### src/rtl/kms_pkg.sv
// shared types and constants of the k-mer minimizer sketch
// no dependencies; imported by every module of the block
`default_nettype none

package kms_pkg;

    // fnv-1a 32-bit constants
    localparam logic [31:0] FNV_BASIS = 32'd2166136261;
    localparam logic [31:0] FNV_PRIME = 32'd16777619;
    localparam logic [31:0] HASH_ONES = 32'hFFFF_FFFF;

    // configuration port
    localparam int CFG_IDX_W     = 1;
    localparam int CFG_DATA_W    = 6;
    localparam int KMER_LEN_W    = 6;
    localparam int WINDOW_SIZE_W = 5;

    localparam logic [CFG_IDX_W-1:0] REG_KMER_LENGTH = 1'd0;
    localparam logic [CFG_IDX_W-1:0] REG_WINDOW_SIZE = 1'd1;

    localparam logic [KMER_LEN_W-1:0]    KMER_LEN_RESET    = 6'd15;
    localparam logic [WINDOW_SIZE_W-1:0] WINDOW_SIZE_RESET = 5'd10;

    // front to back queue
    localparam int Q_DEPTH = 2;

    typedef struct packed {
        logic [7:0] base;
        logic       last;
        logic       new_kmer;
    } kms_item_t;

    typedef enum logic [2:0] {
        S_IDLE,
        S_HASH,
        S_INSERT,
        S_SCAN,
        S_FINISH
    } kms_state_t;

endpackage

`default_nettype wire

### src/rtl/kmer_minimizer_sketch.sv
// top level of the k-mer minimizer sketch: configuration registers,
// front end, queue and back end; depends on kms_pkg, kms_front, kms_queue, kms_back
//
// usage:
// - input channel (in_valid / in_stall, payload base and last) takes one
//   character per beat; last marks the final character of a sequence
// - output channel (out_valid / out_stall, payload minimizer_hash, hash_valid,
//   sequence_end) gives zero or one result beat per input beat, in order
// - configuration: cfg_write with cfg_index selects kmer_length (index 0) or
//   window_size (index 1); write only while no beat is in flight
// - a character that forms no k-mer passes from idle straight to the finish
//   state; one that forms a k-mer also runs the hash and insert states and,
//   once the window is full and wider than one, the scan state
// - the back end works on one character at a time; a character that forms a
//   k-mer holds it through the single-multiplier hash loop and the window scan
// - a two-beat queue lets the front accept while the back is busy; a stalled
//   result sits in the output register while the back moves on
// - reset clears the counters, sets the repeat and running minimum to all
//   ones and restores kmer_length 15 and window_size 10
`default_nettype none

module kmer_minimizer_sketch #(
    parameter int KMER_MAX   = 32,
    parameter int WINDOW_MAX = 16
) (
    input  wire logic                             clk,
    input  wire logic                             rst_n,
    // configuration write port
    input  wire logic                             cfg_write,
    input  wire logic [kms_pkg::CFG_IDX_W-1:0]    cfg_index,
    input  wire logic [kms_pkg::CFG_DATA_W-1:0]   cfg_data,
    // input channel
    input  wire logic                             in_valid,
    output logic                                  in_stall,
    input  wire logic [7:0]                       base,
    input  wire logic                             last,
    // output channel
    output logic                                  out_valid,
    input  wire logic                             out_stall,
    output logic [31:0]                           minimizer_hash,
    output logic                                  hash_valid,
    output logic                                  sequence_end
);
    import kms_pkg::*;

    localparam int KCNT_W = $clog2(KMER_MAX + 1);
    localparam int WCNT_W = $clog2(WINDOW_MAX + 1);

    logic [KMER_LEN_W-1:0]    kmer_length_reg;
    logic [KMER_LEN_W-1:0]    kmer_length_next;
    logic [WINDOW_SIZE_W-1:0] window_size_reg;
    logic [WINDOW_SIZE_W-1:0] window_size_next;

    // clamped lengths seen by front and back
    logic [KCNT_W-1:0]        k_len;
    logic [WCNT_W-1:0]        w_len;

    logic                     push;
    kms_item_t                push_item;
    logic                     q_full;
    logic                     q_pop;
    logic                     q_valid;
    kms_item_t                q_item;

    // register writes
    always_comb
    begin
        kmer_length_next = kmer_length_reg;
        window_size_next = window_size_reg;
        if (cfg_write)
        begin
            case (cfg_index)
                REG_KMER_LENGTH: kmer_length_next = cfg_data[KMER_LEN_W-1:0];
                REG_WINDOW_SIZE: window_size_next = cfg_data[WINDOW_SIZE_W-1:0];
                default:         kmer_length_next = kmer_length_reg;
            endcase
        end
    end

    always_ff @(posedge clk or negedge rst_n)
    begin
        if (!rst_n)
        begin
            kmer_length_reg <= KMER_LEN_RESET;
            window_size_reg <= WINDOW_SIZE_RESET;
        end
        else
        begin
            kmer_length_reg <= kmer_length_next;
            window_size_reg <= window_size_next;
        end
    end

    // out-of-range lengths clamp to 1..max
    always_comb
    begin
        if (kmer_length_reg == '0)
        begin
            k_len = KCNT_W'(1);
        end
        else if (32'(kmer_length_reg) > KMER_MAX)
        begin
            k_len = KCNT_W'(KMER_MAX);
        end
        else
        begin
            k_len = KCNT_W'(kmer_length_reg);
        end

        if (window_size_reg == '0)
        begin
            w_len = WCNT_W'(1);
        end
        else if (32'(window_size_reg) > WINDOW_MAX)
        begin
            w_len = WCNT_W'(WINDOW_MAX);
        end
        else
        begin
            w_len = WCNT_W'(window_size_reg);
        end
    end

    kms_front #(
        .KMER_MAX (KMER_MAX)
    ) u_front (
        .clk       (clk),
        .rst_n     (rst_n),
        .k_len     (k_len),
        .in_valid  (in_valid),
        .in_stall  (in_stall),
        .base      (base),
        .last      (last),
        .q_full    (q_full),
        .push      (push),
        .push_item (push_item)
    );

    kms_queue u_queue (
        .clk       (clk),
        .rst_n     (rst_n),
        .push      (push),
        .push_item (push_item),
        .full      (q_full),
        .pop       (q_pop),
        .valid     (q_valid),
        .item      (q_item)
    );

    kms_back #(
        .KMER_MAX   (KMER_MAX),
        .WINDOW_MAX (WINDOW_MAX)
    ) u_back (
        .clk            (clk),
        .rst_n          (rst_n),
        .k_len          (k_len),
        .w_len          (w_len),
        .q_valid        (q_valid),
        .q_item         (q_item),
        .q_pop          (q_pop),
        .out_valid      (out_valid),
        .out_stall      (out_stall),
        .minimizer_hash (minimizer_hash),
        .hash_valid     (hash_valid),
        .sequence_end   (sequence_end)
    );

endmodule

`default_nettype wire

### src/rtl/kms_front.sv
// front end: input handshake, character count and k-mer classification
// depends on kms_pkg
`default_nettype none

module kms_front #(
    parameter int KMER_MAX = 32
) (
    input  wire logic                              clk,
    input  wire logic                              rst_n,
    input  wire logic [$clog2(KMER_MAX+1)-1:0]     k_len,
    input  wire logic                              in_valid,
    output logic                                   in_stall,
    input  wire logic [7:0]                        base,
    input  wire logic                              last,
    input  wire logic                              q_full,
    output logic                                   push,
    output kms_pkg::kms_item_t                     push_item
);
    import kms_pkg::*;

    localparam int KCNT_W = $clog2(KMER_MAX + 1);

    logic [KCNT_W-1:0] chars_reg;
    logic [KCNT_W-1:0] chars_next;
    logic [KCNT_W-1:0] chars_inc;

    assign in_stall = q_full;
    assign push     = in_valid && !q_full;

    // saturating count of characters in the current sequence
    assign chars_inc = (chars_reg == KCNT_W'(KMER_MAX)) ? chars_reg : chars_reg + 1'b1;

    always_comb
    begin
        push_item.base     = base;
        push_item.last     = last;
        push_item.new_kmer = (chars_inc >= k_len);
    end

    always_comb
    begin
        chars_next = chars_reg;
        if (push)
        begin
            chars_next = last ? '0 : chars_inc;
        end
    end

    always_ff @(posedge clk or negedge rst_n)
    begin
        if (!rst_n)
        begin
            chars_reg <= '0;
        end
        else
        begin
            chars_reg <= chars_next;
        end
    end

endmodule

`default_nettype wire

### src/rtl/kms_queue.sv
// two-entry queue carrying classified beats from front to back
// depends on kms_pkg
`default_nettype none

module kms_queue (
    input  wire logic               clk,
    input  wire logic               rst_n,
    input  wire logic               push,
    input  wire kms_pkg::kms_item_t push_item,
    output logic                    full,
    input  wire logic               pop,
    output logic                    valid,
    output kms_pkg::kms_item_t      item
);
    import kms_pkg::*;

    localparam int PTR_W = (Q_DEPTH > 1) ? $clog2(Q_DEPTH) : 1;
    localparam int CNT_W = $clog2(Q_DEPTH + 1);

    kms_item_t         entry_reg [Q_DEPTH];
    logic [PTR_W-1:0]  wr_ptr_reg;
    logic [PTR_W-1:0]  wr_ptr_next;
    logic [PTR_W-1:0]  rd_ptr_reg;
    logic [PTR_W-1:0]  rd_ptr_next;
    logic [CNT_W-1:0]  count_reg;
    logic [CNT_W-1:0]  count_next;
    logic              do_push;
    logic              do_pop;

    assign full    = (count_reg == CNT_W'(Q_DEPTH));
    assign valid   = (count_reg != '0);
    assign item    = entry_reg[rd_ptr_reg];
    assign do_push = push && !full;
    assign do_pop  = pop && valid;

    always_comb
    begin
        wr_ptr_next = wr_ptr_reg;
        rd_ptr_next = rd_ptr_reg;
        count_next  = count_reg;
        if (do_push)
        begin
            wr_ptr_next = (wr_ptr_reg == PTR_W'(Q_DEPTH - 1)) ? '0 : wr_ptr_reg + 1'b1;
        end
        if (do_pop)
        begin
            rd_ptr_next = (rd_ptr_reg == PTR_W'(Q_DEPTH - 1)) ? '0 : rd_ptr_reg + 1'b1;
        end
        if (do_push && !do_pop)
        begin
            count_next = count_reg + 1'b1;
        end
        else if (do_pop && !do_push)
        begin
            count_next = count_reg - 1'b1;
        end
    end

    always_ff @(posedge clk or negedge rst_n)
    begin
        if (!rst_n)
        begin
            wr_ptr_reg <= '0;
            rd_ptr_reg <= '0;
            count_reg  <= '0;
        end
        else
        begin
            wr_ptr_reg <= wr_ptr_next;
            rd_ptr_reg <= rd_ptr_next;
            count_reg  <= count_next;
        end
    end

    always_ff @(posedge clk)
    begin
        if (do_push)
        begin
            entry_reg[wr_ptr_reg] <= push_item;
        end
    end

endmodule

`default_nettype wire

### src/rtl/kms_back.sv
// back end: character history, iterative fnv-1a hash, window minimum scan,
// repeat suppression and output register; depends on kms_pkg
`default_nettype none

module kms_back #(
    parameter int KMER_MAX   = 32,
    parameter int WINDOW_MAX = 16
) (
    input  wire logic                              clk,
    input  wire logic                              rst_n,
    input  wire logic [$clog2(KMER_MAX+1)-1:0]     k_len,
    input  wire logic [$clog2(WINDOW_MAX+1)-1:0]   w_len,
    input  wire logic                              q_valid,
    input  wire kms_pkg::kms_item_t                q_item,
    output logic                                   q_pop,
    output logic                                   out_valid,
    input  wire logic                              out_stall,
    output logic [31:0]                            minimizer_hash,
    output logic                                   hash_valid,
    output logic                                   sequence_end
);
    import kms_pkg::*;

    localparam int KCNT_W = $clog2(KMER_MAX + 1);
    localparam int WCNT_W = $clog2(WINDOW_MAX + 1);
    localparam int KIDX_W = (KMER_MAX > 1) ? $clog2(KMER_MAX) : 1;
    localparam int WIDX_W = (WINDOW_MAX > 1) ? $clog2(WINDOW_MAX) : 1;

    kms_state_t        state_reg;
    kms_state_t        state_next;

    // history and window shift lines, newest at index 0
    logic [7:0]        hist_reg [KMER_MAX];
    logic [31:0]       hwin_reg [WINDOW_MAX];
    logic              hist_shift;
    logic              win_shift;

    logic [KIDX_W-1:0] kidx_reg;
    logic [KIDX_W-1:0] kidx_next;
    logic [WIDX_W-1:0] widx_reg;
    logic [WIDX_W-1:0] widx_next;
    logic [31:0]       h_reg;
    logic [31:0]       h_next;
    logic [31:0]       min_reg;
    logic [31:0]       min_next;
    logic [31:0]       run_min_reg;
    logic [31:0]       run_min_next;
    logic [31:0]       prev_reg;
    logic [31:0]       prev_next;
    logic [WCNT_W-1:0] kmers_reg;
    logic [WCNT_W-1:0] kmers_next;
    logic [WCNT_W-1:0] kmers_inc;
    logic              last_reg;
    logic              last_next;
    logic              full_reg;
    logic              full_next;

    logic              out_valid_reg;
    logic              out_valid_next;
    logic [31:0]       out_hash_reg;
    logic [31:0]       out_hash_next;
    logic              out_hv_reg;
    logic              out_hv_next;
    logic              out_end_reg;
    logic              out_end_next;

    logic [31:0]       h_mix;
    logic [31:0]       h_mul;
    logic              slot_free;
    logic              win_emit;
    logic              part_emit;
    logic              emit;

    assign out_valid      = out_valid_reg;
    assign minimizer_hash = out_hash_reg;
    assign hash_valid     = out_hv_reg;
    assign sequence_end   = out_end_reg;

    // one fnv-1a step per cycle, oldest character first
    assign h_mix = h_reg ^ {24'd0, hist_reg[kidx_reg]};
    assign h_mul = h_mix * FNV_PRIME;

    assign kmers_inc = (kmers_reg == WCNT_W'(WINDOW_MAX)) ? kmers_reg : kmers_reg + 1'b1;
    assign slot_free = !out_valid_reg || !out_stall;

    // end-of-step decision
    assign win_emit  = full_reg && (min_reg != prev_reg);
    assign part_emit = last_reg && (kmers_reg != '0) && (kmers_reg < w_len);
    assign emit      = win_emit || last_reg;

    always_comb
    begin
        state_next = state_reg;
        case (state_reg)
            S_IDLE:
            begin
                if (q_valid)
                begin
                    state_next = q_item.new_kmer ? S_HASH : S_FINISH;
                end
            end
            S_HASH:
            begin
                if (kidx_reg == '0)
                begin
                    state_next = S_INSERT;
                end
            end
            S_INSERT:
            begin
                if ((kmers_inc >= w_len) && (w_len > WCNT_W'(1)))
                begin
                    state_next = S_SCAN;
                end
                else
                begin
                    state_next = S_FINISH;
                end
            end
            S_SCAN:
            begin
                if (widx_reg == WIDX_W'(w_len - 1'b1))
                begin
                    state_next = S_FINISH;
                end
            end
            S_FINISH:
            begin
                if (!emit || slot_free)
                begin
                    state_next = S_IDLE;
                end
            end
            default:
            begin
                state_next = S_IDLE;
            end
        endcase
    end

    always_comb
    begin
        q_pop          = 1'b0;
        hist_shift     = 1'b0;
        win_shift      = 1'b0;
        kidx_next      = kidx_reg;
        widx_next      = widx_reg;
        h_next         = h_reg;
        min_next       = min_reg;
        run_min_next   = run_min_reg;
        prev_next      = prev_reg;
        kmers_next     = kmers_reg;
        last_next      = last_reg;
        full_next      = full_reg;
        out_valid_next = out_valid_reg && out_stall;
        out_hash_next  = out_hash_reg;
        out_hv_next    = out_hv_reg;
        out_end_next   = out_end_reg;
        case (state_reg)
            S_IDLE:
            begin
                if (q_valid)
                begin
                    q_pop      = 1'b1;
                    hist_shift = 1'b1;
                    last_next  = q_item.last;
                    full_next  = 1'b0;
                    h_next     = FNV_BASIS;
                    kidx_next  = KIDX_W'(k_len - 1'b1);
                end
            end
            S_HASH:
            begin
                h_next = h_mul;
                if (kidx_reg != '0)
                begin
                    kidx_next = kidx_reg - 1'b1;
                end
            end
            S_INSERT:
            begin
                win_shift  = 1'b1;
                kmers_next = kmers_inc;
                min_next   = h_reg;
                widx_next  = WIDX_W'(1);
                full_next  = (kmers_inc >= w_len);
                if (h_reg < run_min_reg)
                begin
                    run_min_next = h_reg;
                end
            end
            S_SCAN:
            begin
                widx_next = widx_reg + 1'b1;
                if (hwin_reg[widx_reg] < min_reg)
                begin
                    min_next = hwin_reg[widx_reg];
                end
            end
            S_FINISH:
            begin
                if (emit && slot_free)
                begin
                    out_valid_next = 1'b1;
                    out_hv_next    = win_emit || part_emit;
                    out_end_next   = last_reg;
                    if (win_emit)
                    begin
                        out_hash_next = min_reg;
                        prev_next     = min_reg;
                    end
                    else if (part_emit)
                    begin
                        out_hash_next = run_min_reg;
                    end
                    else
                    begin
                        out_hash_next = '0;
                    end
                    // sequence end: back to a fresh sequence
                    if (last_reg)
                    begin
                        kmers_next   = '0;
                        prev_next    = HASH_ONES;
                        run_min_next = HASH_ONES;
                    end
                end
            end
            default:
            begin
                q_pop = 1'b0;
            end
        endcase
    end

    always_ff @(posedge clk or negedge rst_n)
    begin
        if (!rst_n)
        begin
            state_reg     <= S_IDLE;
            kmers_reg     <= '0;
            prev_reg      <= HASH_ONES;
            run_min_reg   <= HASH_ONES;
            last_reg      <= 1'b0;
            full_reg      <= 1'b0;
            out_valid_reg <= 1'b0;
        end
        else
        begin
            state_reg     <= state_next;
            kmers_reg     <= kmers_next;
            prev_reg      <= prev_next;
            run_min_reg   <= run_min_next;
            last_reg      <= last_next;
            full_reg      <= full_next;
            out_valid_reg <= out_valid_next;
        end
    end

    always_ff @(posedge clk)
    begin
        kidx_reg     <= kidx_next;
        widx_reg     <= widx_next;
        h_reg        <= h_next;
        min_reg      <= min_next;
        out_hash_reg <= out_hash_next;
        out_hv_reg   <= out_hv_next;
        out_end_reg  <= out_end_next;
        if (hist_shift)
        begin
            hist_reg[0] <= q_item.base;
            for (int i = 1; i < KMER_MAX; i++)
            begin
                hist_reg[i] <= hist_reg[i-1];
            end
        end
        if (win_shift)
        begin
            hwin_reg[0] <= h_reg;
            for (int i = 1; i < WINDOW_MAX; i++)
            begin
                hwin_reg[i] <= hwin_reg[i-1];
            end
        end
    end

endmodule

`default_nettype wire

### config.mk
export PLATFORM = sky130hd
export DESIGN_NAME = kmer_minimizer_sketch
export DESIGN_NICKNAME = d
export VERILOG_FILES = /design/src/rtl/kms_pkg.sv /design/src/rtl/kmer_minimizer_sketch.sv /design/src/rtl/kms_front.sv /design/src/rtl/kms_queue.sv /design/src/rtl/kms_back.sv
export SDC_FILE = /design/constraint.sdc
export NUM_CORES = 1
export LEC_CHECK = 0
export BUFFER_PORTS_ARGS = -buffer_cell sky130_fd_sc_hd__clkbuf_2
export CORE_ASPECT_RATIO = 1.25
export CORE_UTILIZATION = 68
export CTS_BUF_LIST = sky130_fd_sc_hd__clkbuf_8 sky130_fd_sc_hd__clkbuf_16
export CTS_CLUSTER_SIZE = 24
export DETAILED_ROUTE_END_ITERATION = 10
export PLACE_DENSITY_LB_ADDON = 0.2
export SKIP_LAST_GASP = 1
export SLEW_MARGIN = 20
export SYNTH_ARGS = -nofsm -noshare
export SYNTH_HDL_FRONTEND = slang
export SYNTH_HIERARCHICAL = 1
export SYNTH_SLANG_ARGS = --single-unit
### constraint.sdc
create_clock -name clk -period 29.9 [get_ports clk]
set_input_delay 2.99 -clock clk [delete_from_list [all_inputs] [get_ports clk]]
set_output_delay 2.99 -clock clk [all_outputs]
set_load 0.03 [all_outputs]
==> impl_metrics.env, run 1 <==
export IMPL_status="finished clean"
export IMPL_slew_viol_final=0
export IMPL_rows=107
export IMPL_placedCellCount=3832
export IMPL_worst_slew_pin_transition_ns=1.140
export IMPL_final_common_cell="edfxtp_1"
export IMPL_grt_busiest_layer="met2"
export IMPL_diodes=0
export IMPL_dp_hpwl_um=62770
export IMPL_start_util=0.6887
export IMPL_mostFrequentLayoutCells="edfxtp_1 (895), ha_1 (270), inv_1 (269), mux4_2 (240), nand2_1 (212)"
export IMPL_timing_setup_tns_ns=0
export IMPL_core_area_um2=68410
export IMPL_numCtsBuffers=95
export IMPL_maxCapViolations=0
export IMPL_layout_nets=3369
export IMPL_largest_reg_flops=512
export IMPL_reg2reg_depth=23
export IMPL_critPathCaptureType="flop"
export IMPL_avgSynthCellArea_um2=16.02
export IMPL_drc=0
export IMPL_drt_total_wl_um=101500
export IMPL_start_kind="flop"
export IMPL_clk_transition_reported_paths_ns=0.08
export IMPL_fp_dieH_um=296.3
export IMPL_seq_area_frac_synth=0.6271
export IMPL_slowest_delay_ns=0.72
export IMPL_relSlewSlack=0.2403
export IMPL_synthCells=2941
export IMPL_syn_to_final_growth_pct=9.703
export IMPL_hold_buffers=0
export IMPL_grt_remaining_overflow=0
export IMPL_min_period_ns=8.261
export IMPL_ys_ff_latch=1000
export IMPL_synth_cell_types=78
export IMPL_r2r_end="u_back/h_reg[30]$_SDFFCE_PN0P_"
export IMPL_synth_area_um2=47120
export IMPL_cts_sinks=1000
export IMPL_io_pin_count=57
export IMPL_gr_usage_met1=0.3847
export IMPL_ys_warn_count=6
export IMPL_slowest_stage="dfxtp_4"
export IMPL_crit_type="flop to flop"
export IMPL_reg2reg_slack_ns=21.64
export IMPL_clockBufferDepth=3
export IMPL_synthFlopType="edfxtp_1"
export IMPL_die_x_um=237.4
export IMPL_vias=25860
export IMPL_path_common_cell="ha_1"
export IMPL_met3_usage=0.04037
export IMPL_dieArea_um2=70350
export IMPL_synth_edf_count=895
export IMPL_grt_pass1_vias=26990
export IMPL_hold_start="u_back/hist_reg[28][3]$_DFFE_PP_"
export IMPL_drive_above_1_share=0.1958
export IMPL_grt_usage=0.3003
export IMPL_hold_class="flop to flop"
export IMPL_arrival_ns=8.77
export IMPL_cp_data_required_time_ns=30.41
export IMPL_async_reset_ff_frac=0.09600
export IMPL_rsz0062_at_grt="no"
export IMPL_whs_endpoint="u_back/hist_reg[29][3]$_DFFE_PP_"
export IMPL_post_cts_resized=0
export IMPL_fin_cells=4011
export IMPL_ant_nets=0
export IMPL_whs_ns=0.4307
export IMPL_skew_ns=0.03059
export IMPL_clk_latency_ns=0.67
export IMPL_io_buffers=56
export IMPL_clock_fmax_ghz=0.1210
export IMPL_holdPathStages=0
export IMPL_worstPathMaxFanout=36
export IMPL_crit_path_cell_trace="buf_4, mux4_2, mux4_2, mux2i_1, xnor2_1, ha_1, ha_1, fa_1, ha_1, fa_1, ha_1, inv_1, fa_1, inv_1, ha_1, and3_1, o221ai_1, o21bai_1, a21oi_1, o21ai_0, a221o_1, a2111o_1, o21ai_0"
export IMPL_cts_htree_levels=3
export IMPL_grt_pass1_wl_um=158800
export IMPL_gp_congestion=0.8648
export IMPL_syn_nets=3306
export IMPL_fin_crit_sh=0.2763
export IMPL_dr_pass1_iters=8
export IMPL_final_setup_viol_count=0
export IMPL_wl_per_cell_um=25.31
export IMPL_dr_first_iter_drc_count=2481
export IMPL_viasPerCell=6.447
export IMPL_hold_violations=0
export IMPL_cts_tree="built"
export IMPL_antenna_found_initial=1
export IMPL_clockRootBuffer="clkbuf_16"
export IMPL_grt_max_degree=165
export IMPL_cts_setup_buffers=0
export IMPL_grt_met2_usage=0.5165
cell families after synthesis:
logic type	count (synthesis)	synth area share
compound gates	307	0.04302
xor+xnor	103	0.01915
simple gates	521	0.04971
mux	284	0.1255
flops	1000	0.6271
fa+ha+maj	344	0.1031
buf+inv	382	0.03240
worst max path at each step:
stage / from / to / cells past startpoint
after floorplan: u_back/state_reg[1]$_DFFE_PN0P_ / u_back/hwin_reg[0][0]$_DFFE_PP_ / 5
after global placement: flop / u_back/h_reg[31]$_SDFFCE_PN1P_ / 23
after detailed placement: flop / u_back/h_reg[30]$_SDFFCE_PN0P_ / 23
after CTS: flop / u_back/h_reg[30]$_SDFFCE_PN0P_ / 23
after global routing: flop / u_back/h_reg[30]$_SDFFCE_PN0P_ / 23
final: flop / u_back/h_reg[30]$_SDFFCE_PN0P_ / 23
cells in the mapped netlist, drive strengths merged (11+ instances only):
master	instances	share of area
fa	74	0.031
o211a	32	0.0068
o22ai	34	0.0045
dfrtp	26	0.014
nor2	143	0.011
mux2	28	0.0074
a21oi	78	0.0083
o21ai	68	0.0072
mux4	240	0.11
clkbuf	79	0.0063
xor2	52	0.0097
ha	270	0.072
nand2	216	0.017
buf	44	0.0055
a21o	40	0.0064
inv	257	0.020
edfxtp	895	0.57
mux2i	16	0.0034
dfstp	70	0.039
o21a	11	0.0018
nand3	49	0.0052
nor3	19	0.0021
nand2b	14	0.0019
nor2b	19	0.0025
nand4	12	0.0016
xnor2	51	0.0095
cell type report:
class,count,area [µm²]
Clock buffer,102,2496
Clock inverter,76,828.3
Fill cell,3848,16720
Inverter,259,987.2
Multi-Input combinational cell,1559,16100
Sequential cell,1000,29560
Tap cell,926,1159
Timing Repair Buffer,89,561.8
metal layers:
metal	share of wire	wire length (µm)
met1	0.38	38510
met2	0.52	52320
met3	0.061	6191
met4	0.044	4473
met5	0.00011	11
stage by stage:
stage	setup slack, ns	utilization	cell area, µm²
detailed placement	21.62	0.7063	48320
finish	21.64	0.7556	51690
global placement	21.78	0.7063	48320
floorplan	18.01	-	47120
CTS	21.60	0.7549	51650
global route	21.11	0.7556	51690
critical path: cells and delay by family (launching register included):
family | cells | cell delay, ns
DFF | 1 | 0.72
and+or+nand+nor | 1 | 0.19
xor gates and xnor gates | 1 | 0.32
AOI/OAI and AO/OA | 7 | 1.75
adders and majority gates | 8 | 2.90
buffers and inverters | 3 | 0.77
muxes | 3 | 1.41
Power of run 1 is left out: the tool's default activity adds up to more than one toggle a clock period on the data nets, which glitch-free logic cannot reach.
==> run 2, diff against run 1 <==
--- a/config.mk
+++ b/config.mk
@@ -7,7 +7,7 @@
 export LEC_CHECK = 0
 export BUFFER_PORTS_ARGS = -buffer_cell sky130_fd_sc_hd__clkbuf_2
 export CORE_ASPECT_RATIO = 1.25
-export CORE_UTILIZATION = 68
+export CORE_UTILIZATION = 57
 export CTS_BUF_LIST = sky130_fd_sc_hd__clkbuf_8 sky130_fd_sc_hd__clkbuf_16
 export CTS_CLUSTER_SIZE = 24
 export DETAILED_ROUTE_END_ITERATION = 10
==> constraint.sdc (replaced) <==
create_clock -name clk -period 7.14 [get_ports clk]
set_input_delay 0.714 -clock clk [delete_from_list [all_inputs] [get_ports clk]]
set_output_delay 0.714 -clock clk [all_outputs]
set_load 0.03 [all_outputs]
==> impl_metrics.env, run 2 (same netlist as run 1, synthesis figures left out) <==
export IMPL_slew_viol_final=0
export IMPL_dr_pass1_iters=8
export IMPL_whs_endpoint="u_queue/entry_reg[0][9]$_DFFE_PP_"
export IMPL_clk_transition_reported_paths_ns=0.06
export IMPL_fin_cells=4198
export IMPL_reg2reg_slack_ns=0.25
export IMPL_clk_latency_ns=0.67
export IMPL_dr_first_iter_drc_count=2251
export IMPL_hold_class="primary input to flop"
export IMPL_syn_to_final_growth_pct=10.82
export IMPL_status="finished clean"
export IMPL_worstPathMaxFanout=8
export IMPL_final_setup_viol_count=0
export IMPL_io_pin_count=57
export IMPL_largest_reg_flops=512
export IMPL_worst_slew_pin_transition_ns=1.131
export IMPL_wl_per_cell_um=22.80
export IMPL_grt_pass1_vias=26190
export IMPL_n_fill_cell=5751
export IMPL_critPathCaptureType="flop"
export IMPL_relSlewSlack=0.2458
export IMPL_cts_htree_levels=3
export IMPL_maxCapViolations=0
export IMPL_reg2reg_depth=26
export IMPL_die_x_um=259.2
export IMPL_placedCellCount=4003
export IMPL_clock_fmax_ghz=0.1451
export IMPL_hold_start="base[7]"
export IMPL_viasPerCell=6.017
export IMPL_ant_nets=0
export IMPL_cts_sinks=1000
export IMPL_r2r_end="u_back/h_reg[27]$_SDFFCE_PN0P_"
export IMPL_vias=25260
export IMPL_hold_violations=0
export IMPL_gp_congestion=0.8592
export IMPL_start_kind="flop"
export IMPL_diodes=0
export IMPL_fp_dieH_um=323.4
export IMPL_rows=117
export IMPL_core_area_um2=81690
export IMPL_hold_buffers=0
export IMPL_fin_crit_sh=0.9653
export IMPL_grt_usage=0.2353
export IMPL_min_period_ns=6.892
export IMPL_numCtsBuffers=98
export IMPL_cp_data_required_time_ns=7.52
export IMPL_drt_total_wl_um=95730
export IMPL_skew_ns=0.03121
export IMPL_grt_remaining_overflow=0
export IMPL_cts_tree="built"
export IMPL_layout_nets=3411
export IMPL_clockBufferDepth=3
export IMPL_antenna_found_initial=1
export IMPL_dieArea_um2=83820
export IMPL_grt_pass1_wl_um=151200
export IMPL_crit_type="flop to flop"
export IMPL_mostFrequentLayoutCells="edfxtp_1 (895), inv_1 (279), ha_1 (270), mux4_2 (240), nand2_1 (211)"
export IMPL_final_common_cell="edfxtp_1"
export IMPL_grt_max_degree=190
export IMPL_holdPathStages=1
export IMPL_arrival_ns=7.28
export IMPL_clockRootBuffer="clkbuf_16"
export IMPL_start_util=0.5768
export IMPL_drive_above_1_share=0.2095
export IMPL_drc=0
export IMPL_dp_hpwl_um=62470
export IMPL_io_buffers=56
## run 2: cell types whose count changed in the layout (fill, tap and decap cells not counted), moves of 3 or more
| cell | change |
|---|---|
| buf_12 | +9 |
| bufinv_16 | -8 |
| mux2i_1 | -6 |
| mux2i_2 | +4 |
| a21oi_1 | -3 |
| clkinv_2 | +4 |
| a21oi_2 | +3 |
| clkinvlp_4 | -4 |
| buf_4 | +30 |
| inv_1 | +10 |
## run 2: final cells by class
cell class	count	area, µm²	share of cell area
Clock buffer	102	2507	0.04802
Clock inverter	79	620.6	0.01189
Inverter	259	988.4	0.01893
Multi-Input combinational cell	1559	16220	0.3106
Sequential cell	1000	29560	0.5661
Tap cell	1071	1340	0.02566
Timing Repair Buffer	128	980.9	0.01879
## run 2: worst max-delay path: stages (launching register included)
cell and delay, ns:
dfxtp_4 0.36, buf_12 0.13, buf_4 0.21, mux4_2 0.53
mux4_2 0.49, mux2i_2 0.27, xnor2_1 0.19, ha_1 0.27
ha_1 0.31, fa_1 0.44, ha_1 0.22, fa_1 0.43
ha_1 0.28, inv_1 0.04, fa_1 0.47, inv_1 0.04
ha_1 0.27, buf_4 0.16, a21o_1 0.16, o21bai_1 0.18
a211oi_2 0.28, a21oi_2 0.09, o211ai_1 0.33, buf_4 0.18
nand2_1 0.05, xnor2_1 0.14, nor2_1 0.05
## run 2: repair_timing
action                                  in CTS  in global routing
setup buffers                                0                 12
endpoints found under the setup margin       3                 12
gates cloned                                 0                  1
gates resized for setup                      2                 21
endpoints found under the hold margin        0                  0
pin swaps                                    0                  5
## run 2: routing by layer
metal / up-vias / GRT usage / wire [µm]
met2: 734 / 0.4011 / 48880
li1: 11340 / - / -
met1: 13020 / 0.3082 / 39450
met5: - / 0 / 12
met4: 2 / 0.09007 / 3063
met3: 171 / 0.03220 / 4320
## run 2: per-stage QoR
step	TNS [ns]	hold slack (ns)	setup WS [ns]	utilization	area [µm²]
after floorplan	-917.56	0.4184	-1.785	-	47160
after global placement	0	0.4251	0.1668	0.5978	48840
after detailed placement	-0.04133	0.4288	-0.04133	0.5979	48840
after CTS	0	0.2035	0.07932	0.6362	51970
after global routing	-0.05047	0.2205	-0.01956	0.6392	52220
final	0	0.2414	0.2479	0.6392	52220
## run 2: how the worst max path moves through the flow
stage / to / slack (ns) / cells after the start
after floorplan: u_back/hwin_reg[0][0]$_DFFE_PP_ / -1.78 / 5
after global placement: u_back/h_reg[30]$_SDFFCE_PN0P_ / 0.17 / 23
after detailed placement: u_back/h_reg[28]$_SDFFCE_PN0P_ / -0.04 / 23
after CTS: u_back/h_reg[31]$_SDFFCE_PN1P_ / 0.08 / 23
after global routing: u_back/h_reg[31]$_SDFFCE_PN1P_ / -0.02 / 26
final: u_back/h_reg[27]$_SDFFCE_PN0P_ / 0.25 / 26
Power of run 2 is left out for the same reason.
